[src/rtl/core/tvlse_pkg.sv]
`default_nettype none
// ----------------------------------------------------------------------------
// tvlse_pkg: shared definitions for the three-valued logic stack evaluator
// Sizes, opcode and state encodings, the command struct between controller
// and datapath, and the Kleene logic functions.
// ----------------------------------------------------------------------------
package tvlse_pkg;

	// sizes
	localparam int MAX_PROGRAM  = 64;
	localparam int MAX_PORTS    = 16;
	localparam int PACKED_PORTS = 16;
	localparam int PC_W         = $clog2(MAX_PROGRAM);
	localparam int LEN_W        = $clog2(MAX_PROGRAM + 1);

	// field widths
	localparam int ENTRY_W  = 6;
	localparam int OP_W     = 3;
	localparam int PORT_W   = 6;
	localparam int VALS_W   = 32;
	localparam int PCNT_W   = 5;
	localparam int CFG_W    = 7;
	localparam int LV_W     = 2;
	localparam int PROG_W   = OP_W + PORT_W;
	localparam int IN_DATA_W  = 56;
	localparam int OUT_DATA_W = 8;

	// logic values
	localparam logic [LV_W-1:0] LV_ZERO = 2'd0;
	localparam logic [LV_W-1:0] LV_ONE  = 2'd1;
	localparam logic [LV_W-1:0] LV_UNK  = 2'd2;

	// command codes carried in tuser
	localparam logic CMD_LOAD = 1'b0;
	localparam logic CMD_EVAL = 1'b1;

	typedef enum logic [OP_W-1:0] {
		OP_PORT = 3'd0,
		OP_ZERO = 3'd1,
		OP_ONE  = 3'd2,
		OP_NOT  = 3'd3,
		OP_AND  = 3'd4,
		OP_OR   = 3'd5,
		OP_XOR  = 3'd6
	} opcode_t;

	typedef enum logic [1:0] {
		ST_IDLE,
		ST_FETCH,
		ST_EXEC,
		ST_DONE
	} state_t;

	// controller to datapath commands
	typedef struct packed {
		logic load_wr;
		logic start;
		logic step_pc;
		logic exec;
		logic out_load;
	} cmd_t;

	function automatic logic [LV_W-1:0] lv_not(input logic [LV_W-1:0] a);
		lv_not = (a == LV_UNK) ? LV_UNK : (a ^ LV_ONE);
	endfunction

	function automatic logic [LV_W-1:0] lv_and(input logic [LV_W-1:0] a,
		input logic [LV_W-1:0] b);
		if (a == LV_ZERO || b == LV_ZERO) lv_and = LV_ZERO;
		else if (a == LV_ONE && b == LV_ONE) lv_and = LV_ONE;
		else lv_and = LV_UNK;
	endfunction

	function automatic logic [LV_W-1:0] lv_or(input logic [LV_W-1:0] a,
		input logic [LV_W-1:0] b);
		if (a == LV_ONE || b == LV_ONE) lv_or = LV_ONE;
		else if (a == LV_ZERO && b == LV_ZERO) lv_or = LV_ZERO;
		else lv_or = LV_UNK;
	endfunction

	function automatic logic [LV_W-1:0] lv_xor(input logic [LV_W-1:0] a,
		input logic [LV_W-1:0] b);
		lv_xor = (a == LV_UNK || b == LV_UNK) ? LV_UNK : (a ^ b);
	endfunction

endpackage
`default_nettype wire

[src/rtl/core/tvlse_ram.sv]
`default_nettype none
// ----------------------------------------------------------------------------
// tvlse_ram: generic simple dual-port ram
// One write port, one read port with registered read data (old data on a
// same-address write).
// ----------------------------------------------------------------------------
module tvlse_ram #(
	parameter int WIDTH = 8,
	parameter int DEPTH = 64
) (
	input  wire logic                     clk,
	input  wire logic                     we,
	input  wire logic [$clog2(DEPTH)-1:0] waddr,
	input  wire logic [WIDTH-1:0]         wdata,
	input  wire logic [$clog2(DEPTH)-1:0] raddr,
	output logic      [WIDTH-1:0]         rdata
);

	logic [WIDTH-1:0] mem_q [DEPTH];

	// write and registered read
	always_ff @(posedge clk) begin
		if (we) begin
			mem_q[waddr] <= wdata;
		end
		rdata <= mem_q[raddr];
	end

endmodule
`default_nettype wire

[src/rtl/core/tvlse_ctrl.sv]
`default_nettype none
// ----------------------------------------------------------------------------
// tvlse_ctrl: evaluator controller
// Sequences load and evaluate commands, counts program entries, holds the
// program length register and the output valid flag.
// ----------------------------------------------------------------------------
module tvlse_ctrl (
	input  wire logic                       clk,
	input  wire logic                       arst_n,
	input  wire logic                       s_tvalid,
	input  wire logic                       command,
	input  wire logic                       cfg_valid,
	input  wire logic [tvlse_pkg::CFG_W-1:0] cfg_data,
	input  wire logic                       m_tready,
	output logic                            s_tready,
	output logic                            cfg_ready,
	output logic                            m_tvalid,
	output tvlse_pkg::cmd_t                 cmd
);

	import tvlse_pkg::*;

	state_t           state_q, state_n;
	logic [LEN_W-1:0] len_q;
	logic [LEN_W-1:0] cnt_q;
	logic             out_valid_q;
	logic             out_free;
	logic             take;

	assign cfg_ready = 1'b1;
	assign m_tvalid  = out_valid_q;
	assign out_free  = !out_valid_q || m_tready;
	assign take      = (state_q == ST_IDLE) && s_tvalid;

	// program length register, saturated
	always_ff @(posedge clk or negedge arst_n) begin
		if (!arst_n) begin
			len_q <= '0;
		end else if (cfg_valid) begin
			if (LEN_W'(cfg_data) > LEN_W'(MAX_PROGRAM)) len_q <= LEN_W'(MAX_PROGRAM);
			else len_q <= LEN_W'(cfg_data);
		end
	end

	// next state
	always_comb begin
		state_n = state_q;
		case (state_q)
			ST_IDLE: begin
				if (take && command == CMD_EVAL) begin
					state_n = (len_q == '0) ? ST_DONE : ST_FETCH;
				end
			end
			ST_FETCH: state_n = ST_EXEC;
			ST_EXEC: begin
				if (cnt_q == LEN_W'(1)) state_n = ST_DONE;
			end
			ST_DONE: begin
				if (out_free) state_n = ST_IDLE;
			end
			default: state_n = ST_IDLE;
		endcase
	end

	// outputs
	always_comb begin
		s_tready     = 1'b0;
		cmd          = '0;
		case (state_q)
			ST_IDLE: begin
				s_tready    = 1'b1;
				cmd.load_wr = take && command == CMD_LOAD;
				cmd.start   = take && command == CMD_EVAL;
			end
			ST_FETCH: cmd.step_pc = 1'b1;
			ST_EXEC: begin
				cmd.step_pc = 1'b1;
				cmd.exec    = 1'b1;
			end
			ST_DONE: cmd.out_load = out_free;
			default: ;
		endcase
	end

	// state, entry counter, output valid
	always_ff @(posedge clk or negedge arst_n) begin
		if (!arst_n) begin
			state_q     <= ST_IDLE;
			cnt_q       <= '0;
			out_valid_q <= 1'b0;
		end else begin
			state_q <= state_n;
			if (cmd.start) cnt_q <= len_q;
			else if (cmd.exec) cnt_q <= cnt_q - LEN_W'(1);
			if (cmd.out_load) out_valid_q <= 1'b1;
			else if (m_tready) out_valid_q <= 1'b0;
		end
	end

`ifndef NO_ASSERTIONS
	a_exec_ends: assert property (@(posedge clk) disable iff (!arst_n)
		(state_q == ST_EXEC && cnt_q == LEN_W'(1)) |=> state_q == ST_DONE)
		else $error("evaluation did not end after last entry");
	a_done_holds: assert property (@(posedge clk) disable iff (!arst_n)
		(state_q == ST_DONE && !out_free) |=> state_q == ST_DONE && out_valid_q)
		else $error("finished result dropped while output busy");
	a_cnt_bound: assert property (@(posedge clk) disable iff (!arst_n)
		state_q == ST_EXEC |-> (cnt_q != '0 && cnt_q <= len_q))
		else $error("entry counter out of range");
`endif

endmodule
`default_nettype wire

[src/rtl/core/tvlse_dp.sv]
`default_nettype none
// ----------------------------------------------------------------------------
// tvlse_dp: evaluator datapath
// Program memory, value stack (top in a register, rest in memory with a
// write bypass), port decode, Kleene logic unit and the result register.
// ----------------------------------------------------------------------------
module tvlse_dp (
	input  wire logic                              clk,
	input  wire logic                              arst_n,
	input  wire tvlse_pkg::cmd_t                   cmd,
	input  wire logic        [tvlse_pkg::ENTRY_W-1:0] entry_index,
	input  wire logic        [tvlse_pkg::OP_W-1:0]    op_code,
	input  wire logic signed [tvlse_pkg::PORT_W-1:0]  op_port,
	input  wire logic        [tvlse_pkg::VALS_W-1:0]  pin_vals,
	input  wire logic        [tvlse_pkg::PCNT_W-1:0]  port_count,
	output logic             [tvlse_pkg::LV_W-1:0]    logic_result
);

	import tvlse_pkg::*;

	logic [PC_W-1:0]   pc_q;
	logic [LEN_W-1:0]  lvl_q, lvl_n;
	logic [LV_W-1:0]   tos_q, tos_n;
	logic [LV_W-1:0]   byp_q;
	logic              byp_hit_q;
	logic [VALS_W-1:0] vals_q;
	logic [PCNT_W-1:0] pcnt_q;
	logic [LV_W-1:0]   out_q;

	logic [PROG_W-1:0] prog_rd;
	logic              prog_we;
	logic [LV_W-1:0]   stk_rd;
	logic              stk_we;
	logic [PC_W-1:0]   stk_waddr;
	logic [PC_W-1:0]   stk_raddr;

	opcode_t           op;
	logic [PORT_W-1:0] pb;
	logic [4:0]        pidx;
	logic [LV_W-1:0]   pcode;
	logic [LV_W-1:0]   port_lv;
	logic [LV_W-1:0]   push_v;
	logic [LV_W-1:0]   nos;
	logic [LV_W-1:0]   arg_a, arg_b;
	logic              has1, has2, full;

	// program memory
	assign prog_we = cmd.load_wr && (int'(entry_index) < MAX_PROGRAM);

	tvlse_ram #(
		.WIDTH(PROG_W),
		.DEPTH(MAX_PROGRAM)
	) u_prog (
		.clk  (clk),
		.we   (prog_we),
		.waddr(PC_W'(entry_index)),
		.wdata({op_code, op_port}),
		.raddr(pc_q),
		.rdata(prog_rd)
	);

	// value stack below the top entry
	tvlse_ram #(
		.WIDTH(LV_W),
		.DEPTH(MAX_PROGRAM)
	) u_stack (
		.clk  (clk),
		.we   (stk_we),
		.waddr(stk_waddr),
		.wdata(tos_q),
		.raddr(stk_raddr),
		.rdata(stk_rd)
	);

	// entry decode and port read
	assign op      = opcode_t'(prog_rd[PROG_W-1:PORT_W]);
	assign pb      = prog_rd[PORT_W-1:0];
	assign pidx    = pb[4:0];
	assign pcode   = vals_q[{pidx[3:0], 1'b0} +: LV_W];
	always_comb begin
		if (pb[PORT_W-1] || PCNT_W'(pidx) >= pcnt_q || int'(pidx) >= MAX_PORTS
			|| int'(pidx) >= PACKED_PORTS) begin
			port_lv = LV_UNK;
		end else begin
			port_lv = pcode[1] ? LV_UNK : pcode;
		end
	end

	// stack operands; an empty slot pops as unknown
	assign nos   = byp_hit_q ? byp_q : stk_rd;
	assign has1  = lvl_q != '0;
	assign has2  = lvl_q > LEN_W'(1);
	assign full  = lvl_q == LEN_W'(MAX_PROGRAM);
	assign arg_b = has1 ? tos_q : LV_UNK;
	assign arg_a = has2 ? nos : LV_UNK;

	// execute one entry
	always_comb begin
		lvl_n     = lvl_q;
		tos_n     = tos_q;
		stk_we    = 1'b0;
		stk_waddr = PC_W'(lvl_q - LEN_W'(1));
		push_v    = port_lv;
		if (cmd.exec) begin
			case (op)
				OP_PORT, OP_ZERO, OP_ONE: begin
					if (op == OP_ZERO) push_v = LV_ZERO;
					else if (op == OP_ONE) push_v = LV_ONE;
					if (!full) begin
						tos_n  = push_v;
						lvl_n  = lvl_q + LEN_W'(1);
						stk_we = has1;
					end
				end
				OP_NOT: begin
					tos_n = lv_not(arg_b);
					lvl_n = has1 ? lvl_q : LEN_W'(1);
				end
				OP_AND: begin
					tos_n = lv_and(arg_a, arg_b);
					lvl_n = has2 ? lvl_q - LEN_W'(1) : LEN_W'(1);
				end
				OP_OR: begin
					tos_n = lv_or(arg_a, arg_b);
					lvl_n = has2 ? lvl_q - LEN_W'(1) : LEN_W'(1);
				end
				OP_XOR: begin
					tos_n = lv_xor(arg_a, arg_b);
					lvl_n = has2 ? lvl_q - LEN_W'(1) : LEN_W'(1);
				end
				default: ;
			endcase
		end
	end

	// prefetch the entry under the new top
	assign stk_raddr = PC_W'(lvl_n - LEN_W'(2));

	// control registers
	always_ff @(posedge clk or negedge arst_n) begin
		if (!arst_n) begin
			pc_q      <= '0;
			lvl_q     <= '0;
			byp_hit_q <= 1'b0;
		end else begin
			if (cmd.start) begin
				pc_q      <= '0;
				lvl_q     <= '0;
				byp_hit_q <= 1'b0;
			end else begin
				if (cmd.step_pc) pc_q <= pc_q + PC_W'(1);
				lvl_q     <= lvl_n;
				byp_hit_q <= stk_we;
			end
		end
	end

	// payload registers
	always_ff @(posedge clk) begin
		if (cmd.start) begin
			vals_q <= pin_vals;
			pcnt_q <= port_count;
		end
		tos_q <= tos_n;
		byp_q <= tos_q;
		if (cmd.out_load) begin
			out_q <= (lvl_q == LEN_W'(1)) ? tos_q : LV_UNK;
		end
	end

	assign logic_result = out_q;

`ifndef NO_ASSERTIONS
	a_lvl_bound: assert property (@(posedge clk) disable iff (!arst_n)
		lvl_q <= LEN_W'(MAX_PROGRAM))
		else $error("stack level beyond depth");
	a_start_clears: assert property (@(posedge clk) disable iff (!arst_n)
		cmd.start |=> (lvl_q == '0 && pc_q == '0 && !byp_hit_q))
		else $error("evaluation start did not clear stack");
	a_byp_push: assert property (@(posedge clk) disable iff (!arst_n)
		byp_hit_q |-> $past(cmd.exec) && lvl_q > LEN_W'(1))
		else $error("stack bypass without a push");
`endif

endmodule
`default_nettype wire

[src/rtl/core/three_valued_logic_stack_evaluator_top.sv]
`default_nettype none
// ----------------------------------------------------------------------------
// three_valued_logic_stack_evaluator_top: postfix Kleene logic evaluator
// Runs a stored postfix program over a stack of three-valued values.
//
//   channel | direction | handshake           | contents
//   s_      | in        | s_tvalid / s_tready | load or evaluate word
//   m_      | out       | m_tvalid / m_tready | evaluation result word
//   cfg_    | in        | cfg_valid/cfg_ready | program length
//
// A load word is written to program memory as it is taken. An evaluate
// word occupies the block until its result is loaded: the program memory
// has one read port, so one entry is fetched and executed per cycle.
// Reset clears the controller, stack level and program length; program
// memory contents are undefined until loaded.
// A finished result sits in the output register while new words are taken;
// the next evaluation waits at its end until that register is free.
// ----------------------------------------------------------------------------
module three_valued_logic_stack_evaluator_top (
	input  wire logic                                 clk,
	input  wire logic                                 arst_n,
	input  wire logic                                 s_tvalid,
	output logic                                      s_tready,
	// entry_index, op_code, op_port, pin_vals, port_count, zero fill
	input  wire logic [tvlse_pkg::IN_DATA_W-1:0]      s_tdata,
	// command
	input  wire logic                                 s_tuser,
	output logic                                      m_tvalid,
	input  wire logic                                 m_tready,
	// logic_result, zero fill
	output logic      [tvlse_pkg::OUT_DATA_W-1:0]     m_tdata,
	input  wire logic                                 cfg_valid,
	output logic                                      cfg_ready,
	input  wire logic [tvlse_pkg::CFG_W-1:0]          cfg_data
);

	import tvlse_pkg::*;

	cmd_t            cmd;
	logic [LV_W-1:0] logic_result;

	localparam int OFS_OP   = ENTRY_W;
	localparam int OFS_PORT = OFS_OP + OP_W;
	localparam int OFS_VALS = OFS_PORT + PORT_W;
	localparam int OFS_PCNT = OFS_VALS + VALS_W;

	tvlse_ctrl u_ctrl (
		.clk      (clk),
		.arst_n   (arst_n),
		.s_tvalid (s_tvalid),
		.command  (s_tuser),
		.cfg_valid(cfg_valid),
		.cfg_data (cfg_data),
		.m_tready (m_tready),
		.s_tready (s_tready),
		.cfg_ready(cfg_ready),
		.m_tvalid (m_tvalid),
		.cmd      (cmd)
	);

	tvlse_dp u_dp (
		.clk         (clk),
		.arst_n      (arst_n),
		.cmd         (cmd),
		.entry_index (s_tdata[ENTRY_W-1:0]),
		.op_code     (s_tdata[OFS_OP +: OP_W]),
		.op_port     (s_tdata[OFS_PORT +: PORT_W]),
		.pin_vals    (s_tdata[OFS_VALS +: VALS_W]),
		.port_count  (s_tdata[OFS_PCNT +: PCNT_W]),
		.logic_result(logic_result)
	);

	// result word, zero filled
	assign m_tdata = {{(OUT_DATA_W - LV_W){1'b0}}, logic_result};

endmodule
`default_nettype wire

[config.mk]
export PLATFORM = sky130hd
export DESIGN_NAME = three_valued_logic_stack_evaluator_top
export DESIGN_NICKNAME = d
export VERILOG_FILES = /design/src/rtl/core/tvlse_pkg.sv /design/src/rtl/core/tvlse_ram.sv /design/src/rtl/core/tvlse_ctrl.sv /design/src/rtl/core/tvlse_dp.sv /design/src/rtl/core/three_valued_logic_stack_evaluator_top.sv
export SDC_FILE = /design/constraint.sdc
export NUM_CORES = 1
export LEC_CHECK = 0
export BUFFER_PORTS_ARGS = -buffer_cell sky130_fd_sc_hd__buf_2
export CORE_MARGIN = 4
export CORE_UTILIZATION = 30
export CTS_BUF_LIST = sky130_fd_sc_hd__clkbuf_4
export CTS_CLUSTER_SIZE = 14
export DETAILED_ROUTE_END_ITERATION = 8
export GPL_TIMING_DRIVEN = 0
export HOLD_SLACK_MARGIN = 0.03
export PLACE_DENSITY = 0.51
export SKIP_LAST_GASP = 1
export SLEW_MARGIN = 5
export SYNTH_ARGS = -nofsm -noshare
export SYNTH_HDL_FRONTEND = slang
export SYNTH_SLANG_ARGS = --single-unit
[constraint.sdc]
create_clock -name clk -period 6.4 [get_ports clk]
set_input_delay 0.96 -clock clk [delete_from_list [all_inputs] [get_ports clk]]
set_output_delay 0.96 -clock clk [all_outputs]
set_load 0.005 [all_outputs]
==> summary.md <==
| Metric | Value |
|---|---|
| Slew of the pin with the lowest slew margin | 1.30 ns |
| Placed wire-length estimate | 49600 um |
| Final Skew | 0.0779 ns |
| Initial antenna violation count | 3 |
| Chip width | 334 um |
| Final setup fails | 0 |
| Area contributors post-synth | edfxtp_1 70%, mux4_2 14%, mux2i_1 2.5% |
| Hold path cells | 3 |
| Vias post-DR | 16.8k |
| Final #Nets | 2052 |
| Asr flop ratio synth | 3.93% |
| Tcrit/Tclk final | 70.6% |
| IR drop worst, VDD | 0.000136 V |
| Post-CTS setup buffer count | 0 |
| Top-count cell post-synth | edfxtp_1 |
| CP Launch Type | register |
| Layout area overhead | 16.8% |
| Critical R2R Capture | u_dp.u_stack.rdata[1] |
| I/O pin cnt | 80 |
| Initial Util | 30.2% |
| Mux contribution to synthesized area | 16.7% |
| Post-place setup slack | 1.92 ns |
| Synth top area share | 70.4% |
| Number of global-route vias before repair | 17.7k |
| Post-CTS Resized | 0 |
| Final worst slack | 1.88 ns |
| Setup TNS | 0 ns |
| Drc violations | 0 |
| Hold bufs inserted after CTS | 38 |
| Core Util, Final | 35.3% |
| Critical Path Sink Type | register |
| Post-Synth XOR/XNOR Area | 0.661% |
| FMAX | 0.221 GHz |
| GPL Wtd Cong | 0.801 |
| CTS tree | yes |
| P_leak | 12.0 nW |
| Max cap viols | 0 |
| Clk buf depth | 3 |
| Die area | 111000 um2 |
| Core outline area | 105000 um2 |
| PortBufs | 65 |
| CTS root buffer | clkbuf_4 |
| Crit path arrival time | 5.41 ns |
| Global route overflow | 0 |
| Largest family of logic cells by synthesized area | multiplexers |
| DR vias/cell | 4.79 |
| Max-slew headroom | 13.4% |
| WHS Endpoint | u_ctrl.len_q[2] |
| Final hold violation count | 0 |
| Worst reg2reg path depth | 15 |
| H-tree depth | 4 |
| Mapped Cells | 1639 |
| Num Clock Sinks | 789 |
| Slew Viols, Final | 0 |
| FF-to-FF Start | u_dp.lvl_q[4] |
| Top cell type by total area after synthesis | edfxtp_1 |
| Clk slew on worst S/H paths | 0.07 ns |
| Status | complete, no violations |
| Unrepaired setup endpoints after global routing | no |
| Maximum number of pins on one net before global-route repair | 65 |
| Yosys reg bits | 789 |
| Mean post-synth cell area | 19.4 um2 |
| Row count | 119 |
| Power Dens Cells | 274 nW/um2 |
| Final ANT Viol Nets | 0 |
| Hold Startpoint | cfg_data[2] |
| Top FF cell, synth | edfxtp_1 |
| Worst Path Required | 7.29 ns |
| Top post-synthesis cells by count | 745 x edfxtp_1, 199 x mux4_2, 166 x nor2_1, 79 x mux2i_1, 64 x nand2_1 |
| Routed len/inst | 22.2 um |
| Peak fanout along the critical path | 10 |
| Compound-cell area share of the yosys netlist | 2.43% |
| Total track usage | 13.9% |
| Crit Path Class | reg2reg |
| Clk Latency, worst-skew pair | 1.04 ns |
| Chip height | 334 um |
| Pre-antenna DRT Iters | 5 |
| Total power | 10.2 mW |
| Num CTS Buffers | 211 |
| Share of layout cells above drive strength 1 | 30.6% |
| Fin crit period | 4.52 ns |
| Initial drt markers | 1272 |
| Adder-cell area share of the yosys netlist | 0.630% |
| Global-route wire length before repair | 114000 um |
| Yosys warning total | 0 |
| Worst reg2reg setup slack | 1.88 ns |
| Routed wire length | 78000 um |
| Post-synth EDFFs | 745 |
| Simple logic cell fraction of the synthesized area | 4.37% |
| Mapped cell area | 31800 um2 |
| Register area share after synthesis | 73.6% |
| Worst Hold Class | in2reg |
| Cell variety after synth | 67 |
[area by class of cell]
cell class / count / area, um2
Fill cell: 9918 / 68100
Sequential cell: 789 / 23400
Multi-Input combinational cell: 742 / 7900
Clock buffer: 305 / 2290
Tap cell: 1391 / 1740
Timing Repair Buffer: 110 / 896
Buffer: 87 / 398
Clock inverter: 59 / 389
Inverter: 26 / 97.6
Antenna cell: 3 / 7.51
[sequential cells by signal (all words and copies together) (netlist names), 5 cells and up]
signal,flops
u_dp.pcnt_q,5
u_ctrl.cnt_q,7
u_dp.u_prog.rdata,9
u_ctrl.len_q,7
u_dp.lvl_q,7
u_dp.vals_q,32
u_dp.pc_q,6
u_dp.u_stack.mem_q,128
u_dp.u_prog.mem_q,576
[cells in the final DEF, fill, tap and decap left out, types with 4 or more instances in the layout]
cell           netlist  final
and2_1               5      5
dlygate4sd3_1        0     38
buf_16               0      5
inv_1               26     26
a22oi_1             33     33
clkbuf_1            50     49
nand3_1             16     16
mux2i_1             79     79
clkinv_1             0     33
conb_1               2      7
edfxtp_1           745    745
nor2_1             166    166
buf_1               15     15
xnor2_1             10     10
nand2_1             64     64
nor4_1               7      7
nand4_1              4      4
buf_2                8     68
nor3_1               6      6
mux4_2             199    199
nand2b_1             5      5
clkinv_2             0     12
dfrtp_1             31     31
and3_1               5      5
dfxtp_1             13     13
clkbuf_4             0    305
a21oi_1             10     10
nor2b_1              7      7
nand3b_1            10     10
a31oi_1              5      5
xor2_1               9      9
ha_1                16     16
o21ai_0             25     25
bufinv_16            0      4
buf_4               12     17
[stage by stage]
| step | area [um2] | cells | hold WS [ns] |
|---|---|---|---|
| floorplan | 31800 | 1644 | 0.469 |
| global placement | 33900 | 3100 | 0.515 |
| detailed placement | 34000 | 3106 | 0.513 |
| CTS | 37100 | 3508 | 0.0516 |
| global route | 37100 | 3511 | 0.0584 |
| finish | 37100 | 3512 | 0.216 |
[report_power, final]
| part | internal, mW | switching (mW) |
|---|---|---|
| registers | 5.63 | 0.00328 |
| logic | 0.0387 | 0.0908 |
| clock network | 2.34 | 2.06 |
| total | 8.01 | 2.16 |
[metal layers]
layer,share of wire [%],up-vias,GRT usage (%)
met1,43,8755,18.3
met4,2.2,0,5.14
met2,47,564,21.7
met3,7.0,104,4.45
met5,0,-,0
li1,-,7411,-
[critical path, stage by stage (launching register included)]
cell and delay [ns]:
dfrtp_1 0.35, buf_2 0.18, or4_4 0.50, buf_6 0.16
nor3_1 0.37, nor2_1 0.15, a221o_1 0.37, nand2_1 0.12
ha_1 0.28, a21oi_1 0.56, clkbuf_1 0.55, a22oi_1 0.21
nand2_1 0.11, mux2i_1 0.11, mux2i_1 0.22, mux2i_1 0.11
[kinds of logic after synthesis]
group / count (synthesis)
multiplexers: 281
XOR/XNOR: 21
AND/OR/NAND/NOR: 311
flip-flops: 789
other: 2
buffers and inverters: 113
AO/OA/AOI/OAI: 106
adder cells (fa/ha/maj): 16
[worst max-delay path by stage]
stage	depth (start not counted)	start	end
after detailed placement	16	u_dp.lvl_q[5]	u_dp.u_stack.rdata[1]
after global placement	15	u_dp.lvl_q[5]	u_dp.u_stack.rdata[1]
after CTS	16	u_dp.lvl_q[4]	u_dp.u_stack.rdata[1]
final	15	u_dp.lvl_q[4]	u_dp.u_stack.rdata[1]
after global routing	15	u_dp.lvl_q[0]	u_dp.u_stack.rdata[0]
after floorplan	15	u_dp.lvl_q[5]	u_dp.u_stack.rdata[0]
Note: power is estimated with default switching activity, not from simulation.
